===== config.mk =====
export PLATFORM = sky130hd
export DESIGN_NAME = halfsiphash_2_4_32
export DESIGN_NICKNAME = d
export VERILOG_FILES = /design/src/design/hsip_pkg.sv /design/src/design/hsip_ctrl.sv /design/src/design/hsip_dp.sv /design/src/design/halfsiphash_2_4_32.sv
export SDC_FILE = /design/constraint.sdc
export NUM_CORES = 1
export LEC_CHECK = 0
export BUFFER_PORTS_ARGS = -buffer_cell sky130_fd_sc_hd__buf_2
export CAP_MARGIN = 20
export CORE_UTILIZATION = 46
export DETAILED_ROUTE_END_ITERATION = 16
export GPL_ROUTABILITY_DRIVEN = 0
export GPL_TIMING_DRIVEN = 0
export HOLD_SLACK_MARGIN = 0.12
export PLACE_DENSITY = 0.71
export SKIP_CTS_REPAIR_TIMING = 1
export SLEW_MARGIN = 10
export SYNTH_ARGS = -nofsm -noshare
export SYNTH_HDL_FRONTEND = slang
export SYNTH_SLANG_ARGS = --single-unit

===== constraint.sdc =====
create_clock -name clk -period 12.7 [get_ports clk]
set_input_delay 1.905 -clock clk [delete_from_list [all_inputs] [get_ports clk]]
set_output_delay 1.905 -clock clk [all_outputs]
set_load 0.03 [all_outputs]

===== src/design/hsip_pkg.sv =====
`timescale 1ns / 1ps

package hsip_pkg;

  localparam int unsigned COMPRESS_ROUNDS_DEF = 2;
  localparam int unsigned FINAL_ROUNDS_DEF    = 4;

  localparam logic [31:0] INIT_C     = 32'h6c796765;
  localparam logic [31:0] INIT_D     = 32'h74656462;
  localparam logic [31:0] FINAL_FLIP = 32'h000000ff;
  localparam int unsigned LEN_LSB    = 24;

  localparam logic [2:0] FULL_BYTES = 3'd4;

  // Configuration register indexes.
  localparam logic REG_KEY_LOW  = 1'b0;
  localparam logic REG_KEY_HIGH = 1'b1;

  typedef struct packed {
    logic [31:0] a;
    logic [31:0] b;
    logic [31:0] c;
    logic [31:0] d;
  } lanes_t;

  // Commands from the controller to the datapath for one cycle.
  typedef struct packed {
    logic start;     // accept an input transaction
    logic round;     // run one round on the lanes
    logic pre;       // xor the message word into lane d before the round
    logic post;      // xor the message word into lane a after the round
    logic use_fin;   // message word is the final length word
    logic flip;      // xor 0xff into lane c before the round
    logic load_out;  // capture the hash into the output register
    logic close;     // the message ends this cycle
  } cmd_t;

  typedef struct packed {
    logic out_free;   // output register can take a new hash this cycle
    logic item_full;  // incoming item carries a full word to compress
  } status_t;

  function automatic logic [31:0] rotl(input logic [31:0] x, input int unsigned r);
    rotl = (x << r) | (x >> (32 - r));
  endfunction

  function automatic lanes_t sip_round(input lanes_t v);
    lanes_t r;
    r = v;
    r.a = r.a + r.b;
    r.b = rotl(r.b, 5) ^ r.a;
    r.a = rotl(r.a, 16);
    r.c = r.c + r.d;
    r.d = rotl(r.d, 8) ^ r.c;
    r.a = r.a + r.d;
    r.d = rotl(r.d, 7) ^ r.a;
    r.c = r.c + r.b;
    r.b = rotl(r.b, 13) ^ r.c;
    r.c = rotl(r.c, 16);
    sip_round = r;
  endfunction

endpackage


===== src/design/hsip_ctrl.sv =====
`timescale 1ns / 1ps

module hsip_ctrl
  import hsip_pkg::*;
#(
  parameter int unsigned COMPRESS_ROUNDS = COMPRESS_ROUNDS_DEF,
  parameter int unsigned FINAL_ROUNDS    = FINAL_ROUNDS_DEF
) (
  input  logic    clk,
  input  logic    rst,
  input  logic    in_valid,
  input  logic    last,
  output logic    in_stall,
  input  status_t status,
  output cmd_t    cmd
);

  localparam int unsigned MAX_ROUNDS =
    (COMPRESS_ROUNDS > FINAL_ROUNDS) ? COMPRESS_ROUNDS : FINAL_ROUNDS;
  localparam int unsigned CNT_W = $clog2(MAX_ROUNDS + 1);

  typedef enum logic [2:0] {
    ST_IDLE  = 3'b001,
    ST_COMP  = 3'b010,
    ST_FINAL = 3'b100
  } state_t;

  state_t           state, state_next;
  logic [CNT_W-1:0] cnt, cnt_next;
  logic             fin_phase, fin_phase_next;
  logic             pend_fin, pend_fin_next;
  logic             comp_done;

  assign in_stall = (state != ST_IDLE);

  always_comb begin
    cmd            = '0;
    state_next     = state;
    cnt_next       = cnt;
    fin_phase_next = fin_phase;
    pend_fin_next  = pend_fin;
    comp_done      = 1'b0;

    unique case (state)
      ST_IDLE: begin
        if (in_valid) begin
          // The first compression round runs in the cycle the item is taken.
          cmd.start      = 1'b1;
          cmd.round      = 1'b1;
          cmd.pre        = 1'b1;
          cmd.post       = (COMPRESS_ROUNDS == 1);
          fin_phase_next = last && !status.item_full;
          pend_fin_next  = last && status.item_full;
          cnt_next       = CNT_W'(1);
          comp_done      = (COMPRESS_ROUNDS == 1);
          state_next     = ST_COMP;
        end
      end
      ST_COMP: begin
        cmd.round   = 1'b1;
        cmd.pre     = (cnt == '0);
        cmd.post    = (cnt == CNT_W'(COMPRESS_ROUNDS - 1));
        cmd.use_fin = fin_phase;
        cnt_next    = CNT_W'(cnt + 1'b1);
        comp_done   = cmd.post;
      end
      ST_FINAL: begin
        cmd.flip = (cnt == '0);
        if (cnt == CNT_W'(FINAL_ROUNDS - 1)) begin
          // The last round waits until the output register can take the hash.
          if (status.out_free) begin
            cmd.round    = 1'b1;
            cmd.load_out = 1'b1;
            cmd.close    = 1'b1;
            state_next   = ST_IDLE;
          end
        end else begin
          cmd.round = 1'b1;
          cnt_next  = CNT_W'(cnt + 1'b1);
        end
      end
      default: begin
        state_next = ST_IDLE;
      end
    endcase

    if (comp_done) begin
      if (fin_phase_next) begin
        state_next = ST_FINAL;
        cnt_next   = '0;
      end else if (pend_fin_next) begin
        state_next     = ST_COMP;
        fin_phase_next = 1'b1;
        pend_fin_next  = 1'b0;
        cnt_next       = '0;
      end else begin
        state_next = ST_IDLE;
      end
    end
  end

  always_ff @(posedge clk) begin
    if (rst) begin
      state     <= ST_IDLE;
      cnt       <= '0;
      fin_phase <= 1'b0;
      pend_fin  <= 1'b0;
    end else begin
      state     <= state_next;
      cnt       <= cnt_next;
      fin_phase <= fin_phase_next;
      pend_fin  <= pend_fin_next;
    end
  end

endmodule


===== src/design/hsip_dp.sv =====
`timescale 1ns / 1ps

module hsip_dp
  import hsip_pkg::*;
(
  input  logic        clk,
  input  logic        rst,
  input  logic        wr_en,
  input  logic        wr_index,
  input  logic [31:0] wr_data,
  input  logic [31:0] word,
  input  logic [2:0]  byte_count,
  input  logic        last,
  output logic [31:0] hash,
  output logic        out_valid,
  input  logic        out_stall,
  input  cmd_t        cmd,
  output status_t     status
);

  logic [31:0] key_low, key_high;
  lanes_t      lanes, lanes_in, lanes_out, seed;
  logic [7:0]  length, len_base, len_new;
  logic        msg_open;
  logic [31:0] m_reg, fin_reg;
  logic [31:0] m_comb, fin_comb, msg;
  logic [23:0] tail_mask;
  logic        full;

  assign full = !last || (byte_count >= FULL_BYTES);

  always_comb begin
    unique case (byte_count[1:0])
      2'd0:    tail_mask = 24'h000000;
      2'd1:    tail_mask = 24'h0000ff;
      2'd2:    tail_mask = 24'h00ffff;
      2'd3:    tail_mask = 24'hffffff;
      default: tail_mask = 24'h000000;
    endcase
  end

  // A new message starts its length count from zero.
  assign len_base = msg_open ? length : 8'd0;
  assign len_new  = len_base + (full ? {5'd0, FULL_BYTES} : {5'd0, byte_count});
  assign fin_comb = {len_new, (full ? 24'd0 : (word[LEN_LSB-1:0] & tail_mask))};
  assign m_comb   = full ? word : fin_comb;

  assign msg = cmd.start ? m_comb : (cmd.use_fin ? fin_reg : m_reg);

  assign seed.a = key_low;
  assign seed.b = key_high;
  assign seed.c = INIT_C ^ key_low;
  assign seed.d = INIT_D ^ key_high;

  always_comb begin
    lanes_in = (cmd.start && !msg_open) ? seed : lanes;
    if (cmd.pre) begin
      lanes_in.d = lanes_in.d ^ msg;
    end
    if (cmd.flip) begin
      lanes_in.c = lanes_in.c ^ FINAL_FLIP;
    end
    lanes_out = sip_round(lanes_in);
    if (cmd.post) begin
      lanes_out.a = lanes_out.a ^ msg;
    end
  end

  assign status.out_free  = !out_valid || !out_stall;
  assign status.item_full = full;

  always_ff @(posedge clk) begin
    if (rst) begin
      key_low   <= '0;
      key_high  <= '0;
      length    <= '0;
      msg_open  <= 1'b0;
      out_valid <= 1'b0;
    end else begin
      if (wr_en) begin
        unique case (wr_index)
          REG_KEY_LOW:  key_low  <= wr_data;
          REG_KEY_HIGH: key_high <= wr_data;
          default:      key_low  <= key_low;
        endcase
      end
      if (cmd.start) begin
        length   <= len_new;
        msg_open <= 1'b1;
      end else if (cmd.close) begin
        msg_open <= 1'b0;
      end
      if (cmd.load_out) begin
        out_valid <= 1'b1;
      end else if (!out_stall) begin
        out_valid <= 1'b0;
      end
    end
  end

  always_ff @(posedge clk) begin
    if (cmd.start) begin
      m_reg   <= m_comb;
      fin_reg <= fin_comb;
    end
    if (cmd.round) begin
      lanes <= lanes_out;
    end
    if (cmd.load_out) begin
      hash <= lanes_out.b ^ lanes_out.d;
    end
  end

endmodule


===== src/design/halfsiphash_2_4_32.sv =====
`timescale 1ns / 1ps

// Keyed HalfSipHash with a 32-bit result. A message arrives as little-endian
// 32-bit words, one per transaction; the key is written beforehand through
// the write port (index 0 low word, index 1 high word) and is picked up when
// a message opens. One round unit does one round per cycle, and the first
// compression round runs in the cycle the word is accepted; a word that is
// not last gets COMPRESS_ROUNDS rounds. The last item gets COMPRESS_ROUNDS
// rounds for its length word, COMPRESS_ROUNDS more if it carries four bytes,
// and FINAL_ROUNDS rounds of finalization. The hash sits in an output
// register, so the next message can start while it waits; the last round of
// a later hash holds until that register is free or is being read.
module halfsiphash_2_4_32
  import hsip_pkg::*;
#(
  parameter int unsigned COMPRESS_ROUNDS = COMPRESS_ROUNDS_DEF,
  parameter int unsigned FINAL_ROUNDS    = FINAL_ROUNDS_DEF
) (
  input  logic        clk,
  input  logic        rst,
  input  logic        wr_en,
  input  logic        wr_index,
  input  logic [31:0] wr_data,
  input  logic        in_valid,
  output logic        in_stall,
  input  logic [31:0] word,
  input  logic [2:0]  byte_count,
  input  logic        last,
  output logic        out_valid,
  input  logic        out_stall,
  output logic [31:0] hash
);

  cmd_t    cmd;
  status_t status;

  hsip_ctrl #(
    .COMPRESS_ROUNDS (COMPRESS_ROUNDS),
    .FINAL_ROUNDS    (FINAL_ROUNDS)
  ) u_ctrl (
    .clk      (clk),
    .rst      (rst),
    .in_valid (in_valid),
    .last     (last),
    .in_stall (in_stall),
    .status   (status),
    .cmd      (cmd)
  );

  hsip_dp u_dp (
    .clk        (clk),
    .rst        (rst),
    .wr_en      (wr_en),
    .wr_index   (wr_index),
    .wr_data    (wr_data),
    .word       (word),
    .byte_count (byte_count),
    .last       (last),
    .hash       (hash),
    .out_valid  (out_valid),
    .out_stall  (out_stall),
    .cmd        (cmd),
    .status     (status)
  );

endmodule

==> out/metrics.csv, run 1 <==
metric,value,unit
drv_slew,0,
overflow,0,
clk_pin_slew,60,ps
drtIter0Drc,3177,
largest_register_ffs,128,
htree_levels,2,
yosys_warnings,0,
grt_pass1_vias,18780,
worstSetupEndpointType,flip-flop,
status,"finished, final reports clean",
place_area,23130,µm²
grt_use_total,34.33,%
finClkSkew,41.24,ps
post-place-cells,3091,
top_register,u_dp.lanes,
ios,108,
finalHoldViolCount,0,
dieArea,47890,µm²
critPathRequiredTime,12960,ps
antenna_found_initial,3,
ys_seq_area_share,38.69,%
drive_gt1_share,7.777,%
startpoint_type,primary input,
crit_arrival,12580,ps
rsz0062_at_grt,false,
num_rows,79,
path_common_cell,clkbuf_2,
avgSynthCellArea,9.126,µm²
post-dp-hpwl,65940,µm
fp.dieW,218.8,µm
fin_crit_sh,97.01,%
io_buffers,106,
yosysUniqueCellTypes,80,
n_fill_cell,4181,
syn_nets,2577,
wl,83050,µm
grt_pass1_wl,118500,µm
slew_headroom,17.47,%
worstPathMaxFanout,10,
drtAntennaViolNets,0,
clockBufferDepth,3,
coreArea,46460,µm²
min_period,12320,ps
synth-edff-count,224,
clock-sinks,306,
clk_latency,560,ps
dr_total_vias,19880,
fin_area,24200,µm²
drc_errors,0,
ys_seq_elements,306,
root_buffer,clkbuf_16,
hold_path.class,reg -> reg,
cap_violations,0,
cts_tree,yes,
syn_inst,2370,
syn2layout_area_growth,11.87,%
critPathSlowestCell,xnor2_1,
instances_no_fill,3157,
fmax,81.16,MHz
whs,453.6,ps
viasPerCell,6.298,
dr.pass1.iters,7,
async_flop_share,0,%
initial_utilization,46.56,%
worst_pin_slew,1238,ps
synth_ff_type,edfxtp_1,
slowest_delay,920,ps
die_y,218.8,µm
synth_area,21630,µm²
final_nets,2728,
grt_max_degree,57,
setup_viol,0,
path_class,in -> reg,
routedWlPerCell,26.31,µm
cts_buffers,35,
## path summary, 6_finish.rpt
kind              startpoint             end  slack, ps  cells past startpoint
max reg2reg  u_ctrl.state[2]   u_dp.hash[28]       1400                     35
min reg2reg   u_dp.length[1]  u_dp.length[1]        450                      2
min           u_dp.length[1]  u_dp.length[1]        450                      2
max                 in_valid   u_dp.hash[28]        380                     35
## cell usage after synthesis (6+ instances only)
cell / count / area, µm²
nand2b_1: 16 / 100.1
a211oi_1: 33 / 247.7
nor2_1: 107 / 401.6
a31oi_1: 11 / 68.82
buf_1: 19 / 71.32
xor2_1: 163 / 1428
nor2b_1: 16 / 100.1
xnor3_1: 9 / 202.7
o21bai_1: 17 / 127.6
xnor2_1: 177 / 1550
and2_1: 44 / 275.3
o21a_1: 18 / 135.1
dfxtp_1: 82 / 1642
edfxtp_1: 224 / 6726
nand4_1: 9 / 56.30
nand2_1: 430 / 1614
a21o_1: 73 / 548.0
a221oi_1: 8 / 70.07
or3_1: 16 / 100.1
ha_1: 128 / 1602
inv_1: 89 / 334.1
mux2i_1: 47 / 470.5
clkbuf_1: 69 / 259.0
nand3_1: 23 / 115.1
nor3b_1: 6 / 45.04
o31ai_1: 6 / 45.04
o211ai_1: 10 / 75.07
a21oi_1: 235 / 1176
a21boi_0: 10 / 75.07
and3_1: 48 / 300.3
nor3_1: 28 / 140.1
o21ai_0: 99 / 495.5
## final cells by class
class	count	area [µm²]	share of cell area, %
Clock inverter	16	88.84	0.3672
Inverter	90	337.8	1.396
Antenna cell	4	10.01	0.04137
Timing Repair Buffer	114	715.7	2.958
Multi-Input combinational cell	1881	12600	52.07
Tap cell	607	759.5	3.139
Clock buffer	46	947.2	3.915
Sequential cell	306	8368	34.58
Buffer	93	370.4	1.531
## cell usage in the layout (no fill, tap or decap), types with 8 or more instances in the layout
master     count
a31oi_1       11
nor2_1       107
xnor2_1      176
nand3_1       23
a21boi_0      10
a21oi_1      234
edfxtp_1     224
mux2i_1       47
xor2_1       163
a21o_1        73
xnor3_1        9
buf_1         15
and2_1        44
o211ai_1      10
a221oi_1       8
ha_1         128
nor3_1        27
and3_1        48
or3_1         16
o21bai_1      17
nor2b_1       16
nand2b_1      16
dfxtp_1       82
o21a_1        18
clkbuf_1      75
inv_1         89
nand2_1      430
o21ai_0       98
a211oi_1      33
clkbuf_16     35
nand4_1        9
buf_2        109
## per-stage QoR
stage	utilization (%)	worst slack [ps]	TNS, ps
final	52.08	379.3	0
after global routing	52.06	115.9	0
after CTS	52.02	-169.3	-548.5
after detailed placement	49.79	-662.1	-11360
after global placement	49.33	-3605	-470830
after floorplan	-	917.9	0
## metal layers
layer,global-route usage (%),part of all wire [%]
met2,48.01,39
met4,24.47,8.3
met1,43.92,37
met3,11.82,15
met5,0.2083,0.020
## cells by family after synthesis
logic type / count (synthesis) / share of synthesized area, %
XOR/XNOR: 357 / 15.45
multiplexers: 48 / 2.227
adder cells (fa/ha/maj): 133 / 7.868
AND/OR/NAND/NOR: 771 / 16.16
AO/OA/AOI/OAI: 572 / 16.38
buffers and inverters: 183 / 3.228
flip-flops: 306 / 38.69
## critical path, delay by kind of cell
family	cells	cell delay, ps
fa+ha+maj	3	1110
simple gates	7	1000
compound gates	9	2570
buf+inv	11	3830
xor+xnor	5	2090
Power of run 1 is not shown: default switching activity piles up to over one toggle a cycle in this logic, so the estimate is an artifact.
==> inputs of run 2 (changes only) <==
Settings changed: CORE_UTILIZATION 46 to 35, PLACE_DENSITY 0.71 to 0.58.
==> run 2 against run 1 <==
- via count is 2.1% lower
- die area is 31% higher
- utilization is 12 points lower
- non-clock buffer count is 1 higher
- maximum frequency hardly changed
- design area is 1.5% higher
- largest cell class unchanged
- highest routed layer unchanged
==> out/metrics.csv, run 2 (synthesized netlist as in run 1, its figures left out) <==
metric,value,unit,change
status,"finished, final reports clean",,
clockBufferDepth,3,,unchanged
startpoint_type,primary input,,
grt_use_total,27.44,%,-6.9 points
root_buffer,clkbuf_16,,
ios,108,,unchanged
rrSetupSlack,1350,ps,-50 ps
worstSetupEndpointType,flip-flop,,
htree_levels,2,,unchanged
min_period,12330,ps,+5.007 ps
post-place-cells,3267,,+5.7%
met2_usage,40.27,%,-7.7 points
final_cell_mix,"nand2_1, a21oi_1, edfxtp_1, xnor2_1, xor2_1",,
overflow,0,,unchanged
antenna_found_initial,2,,-1
rsz0062_at_grt,false,,
layout_commonest_cell,nand2_1,,
path_common_cell,clkbuf_2,,
grt_max_degree,61,,+7.0%
clk_latency,580,ps,+20 ps
cap_violations,0,,unchanged
finalHoldViolCount,0,,unchanged
grt_use_met1,36.73,%,-7.2 points
drtIter0Drc,2702,,-15%
wl,87780,µm,+5.7%
crit_arrival,12670,ps,+90 ps
initial_utilization,35.63,%,-11 points
worst_pin_slew,1229,ps,-8.892 ps
use_met3,7.046,%,-4.8 points
r2r-start,u_ctrl.state[2],,
hold-path-endpoint,u_dp.length[0],,
drive_gt1_share,8.108,%,+0.33 points
worstPathMaxFanout,15,,+5
fmax,81.13,MHz,about the same
slew_headroom,18.06,%,+0.59 points
finClkSkew,22.24,ps,-19.00 ps
fin_crit_sh,97.05,%,about the same
die_y,250.6,µm,+15%
viasPerCell,5.830,,-7.4%
path_class,in -> reg,,
drv_slew,0,,unchanged
cts_buffers,37,,+5.7%
grt_pass1_wl,123500,µm,+4.3%
io_buffers,106,,unchanged
drc_errors,0,,unchanged
clk_pin_slew,60,ps,about the same
hold_path_startpoint,u_dp.length[0],,
fp.dieW,250.6,µm,+15%
min_path_cells,2,,unchanged
clock-sinks,306,,unchanged
grt_pass1_vias,18270,,-2.7%
routedWlPerCell,26.30,µm,about the same
num_rows,90,,+14%
reg2regPathDepth,33,,-5.7%
dieArea,62790,µm²,+31%
critPathRequiredTime,13040,ps,+80 ps
dr.pass1.iters,6,,-1
syn2layout_area_growth,13.51,%,
slowest_delay,710,ps,-210 ps
post-dp-hpwl,71410,µm,+8.3%
top_register,u_dp.lanes,,
instances_no_fill,3337,,+5.7%
setup_viol,0,,unchanged
largest_register_ffs,128,,unchanged
cts_tree,yes,,
critPathSlowestCell,xor2_1,,
drtAntennaViolNets,0,,unchanged
busiest_layer,met2,,
n_fill_cell,5994,,+43%
hold_path.class,reg -> reg,,
coreArea,60700,µm²,+31%
dr_total_vias,19460,,-2.1%
r2r-end,u_dp.hash[25],,
final_nets,2731,,+0.11%
[run 2: changes by cell type in the layout (fill, tap and decap cells not counted), moves of 2 or more]
| cell | previous run | this run |
|---|---|---|
| inv_4 | 0 | 2 |
| buf_16 | 5 | 2 |
| clkinvlp_4 | 3 | 1 |
| clkinv_1 | 6 | 1 |
| clkbuf_16 | 35 | 40 |
| diode_2 | 4 | 2 |
| inv_6 | 1 | 3 |
| buf_12 | 2 | 5 |
[run 2: per-layer routing]
layer	share of wire, %	wire length (µm)
met1	40	35310
met2	42	36720
met3	12	10340
met4	6.0	5263
met5	0.17	146
[run 2: layout make-up]
type / instances / area, µm² / share of cell area (%)
antenna: 2 / 5.005 / 0.02039
buffer: 92 / 366.6 / 1.493
clock buffer: 53 / 1080 / 4.398
clock inverter: 15 / 120.1 / 0.4893
inverter: 90 / 337.8 / 1.376
multi-input combinational: 1881 / 12590 / 51.29
sequential: 306 / 8368 / 34.09
tap: 782 / 978.4 / 3.986
timing repair buffer: 116 / 701.9 / 2.859
[run 2: worst max-delay path by stage]
stage	start	endpoint	slack [ps]	cells after the start
2_1_floorplan	out_stall	u_dp.lanes[0]	920	3
3_3_place_gp	out_stall	u_dp.lanes[58]	-3930	4
3_5_place_dp	in_valid	u_dp.hash[28]	-1190	39
4_1_cts	in_valid	u_dp.hash[28]	-700	39
5_1_grt	in_valid	u_dp.hash[31]	160	37
6_report	in_valid	u_dp.hash[25]	370	33
[run 2: per-stage QoR]
step	setup WS [ps]	utilization [%]	TNS [ps]	cell area, µm²	hold slack, ps
CTS	-698.4	40.42	-15040	24530	457.3
global placement	-3926	38.12	-543570	23140	442.0
global route	163.7	40.44	0	24540	476.5
finish	374.3	40.45	0	24550	457.4
detailed placement	-1195	38.44	-46970	23330	448.7
floorplan	917.9	-	0	21630	431.7
[run 2: worst max-delay path, delay by kind of cell]
kind	cells	cell delay, ps
AND/OR/NAND/NOR	5	1000
buffers and inverters	10	3470
AO/OA/AOI/OAI	10	2780
adder cells (fa/ha/maj)	3	1070
XOR/XNOR	5	2350
Power of run 2 is left out for the same reason.
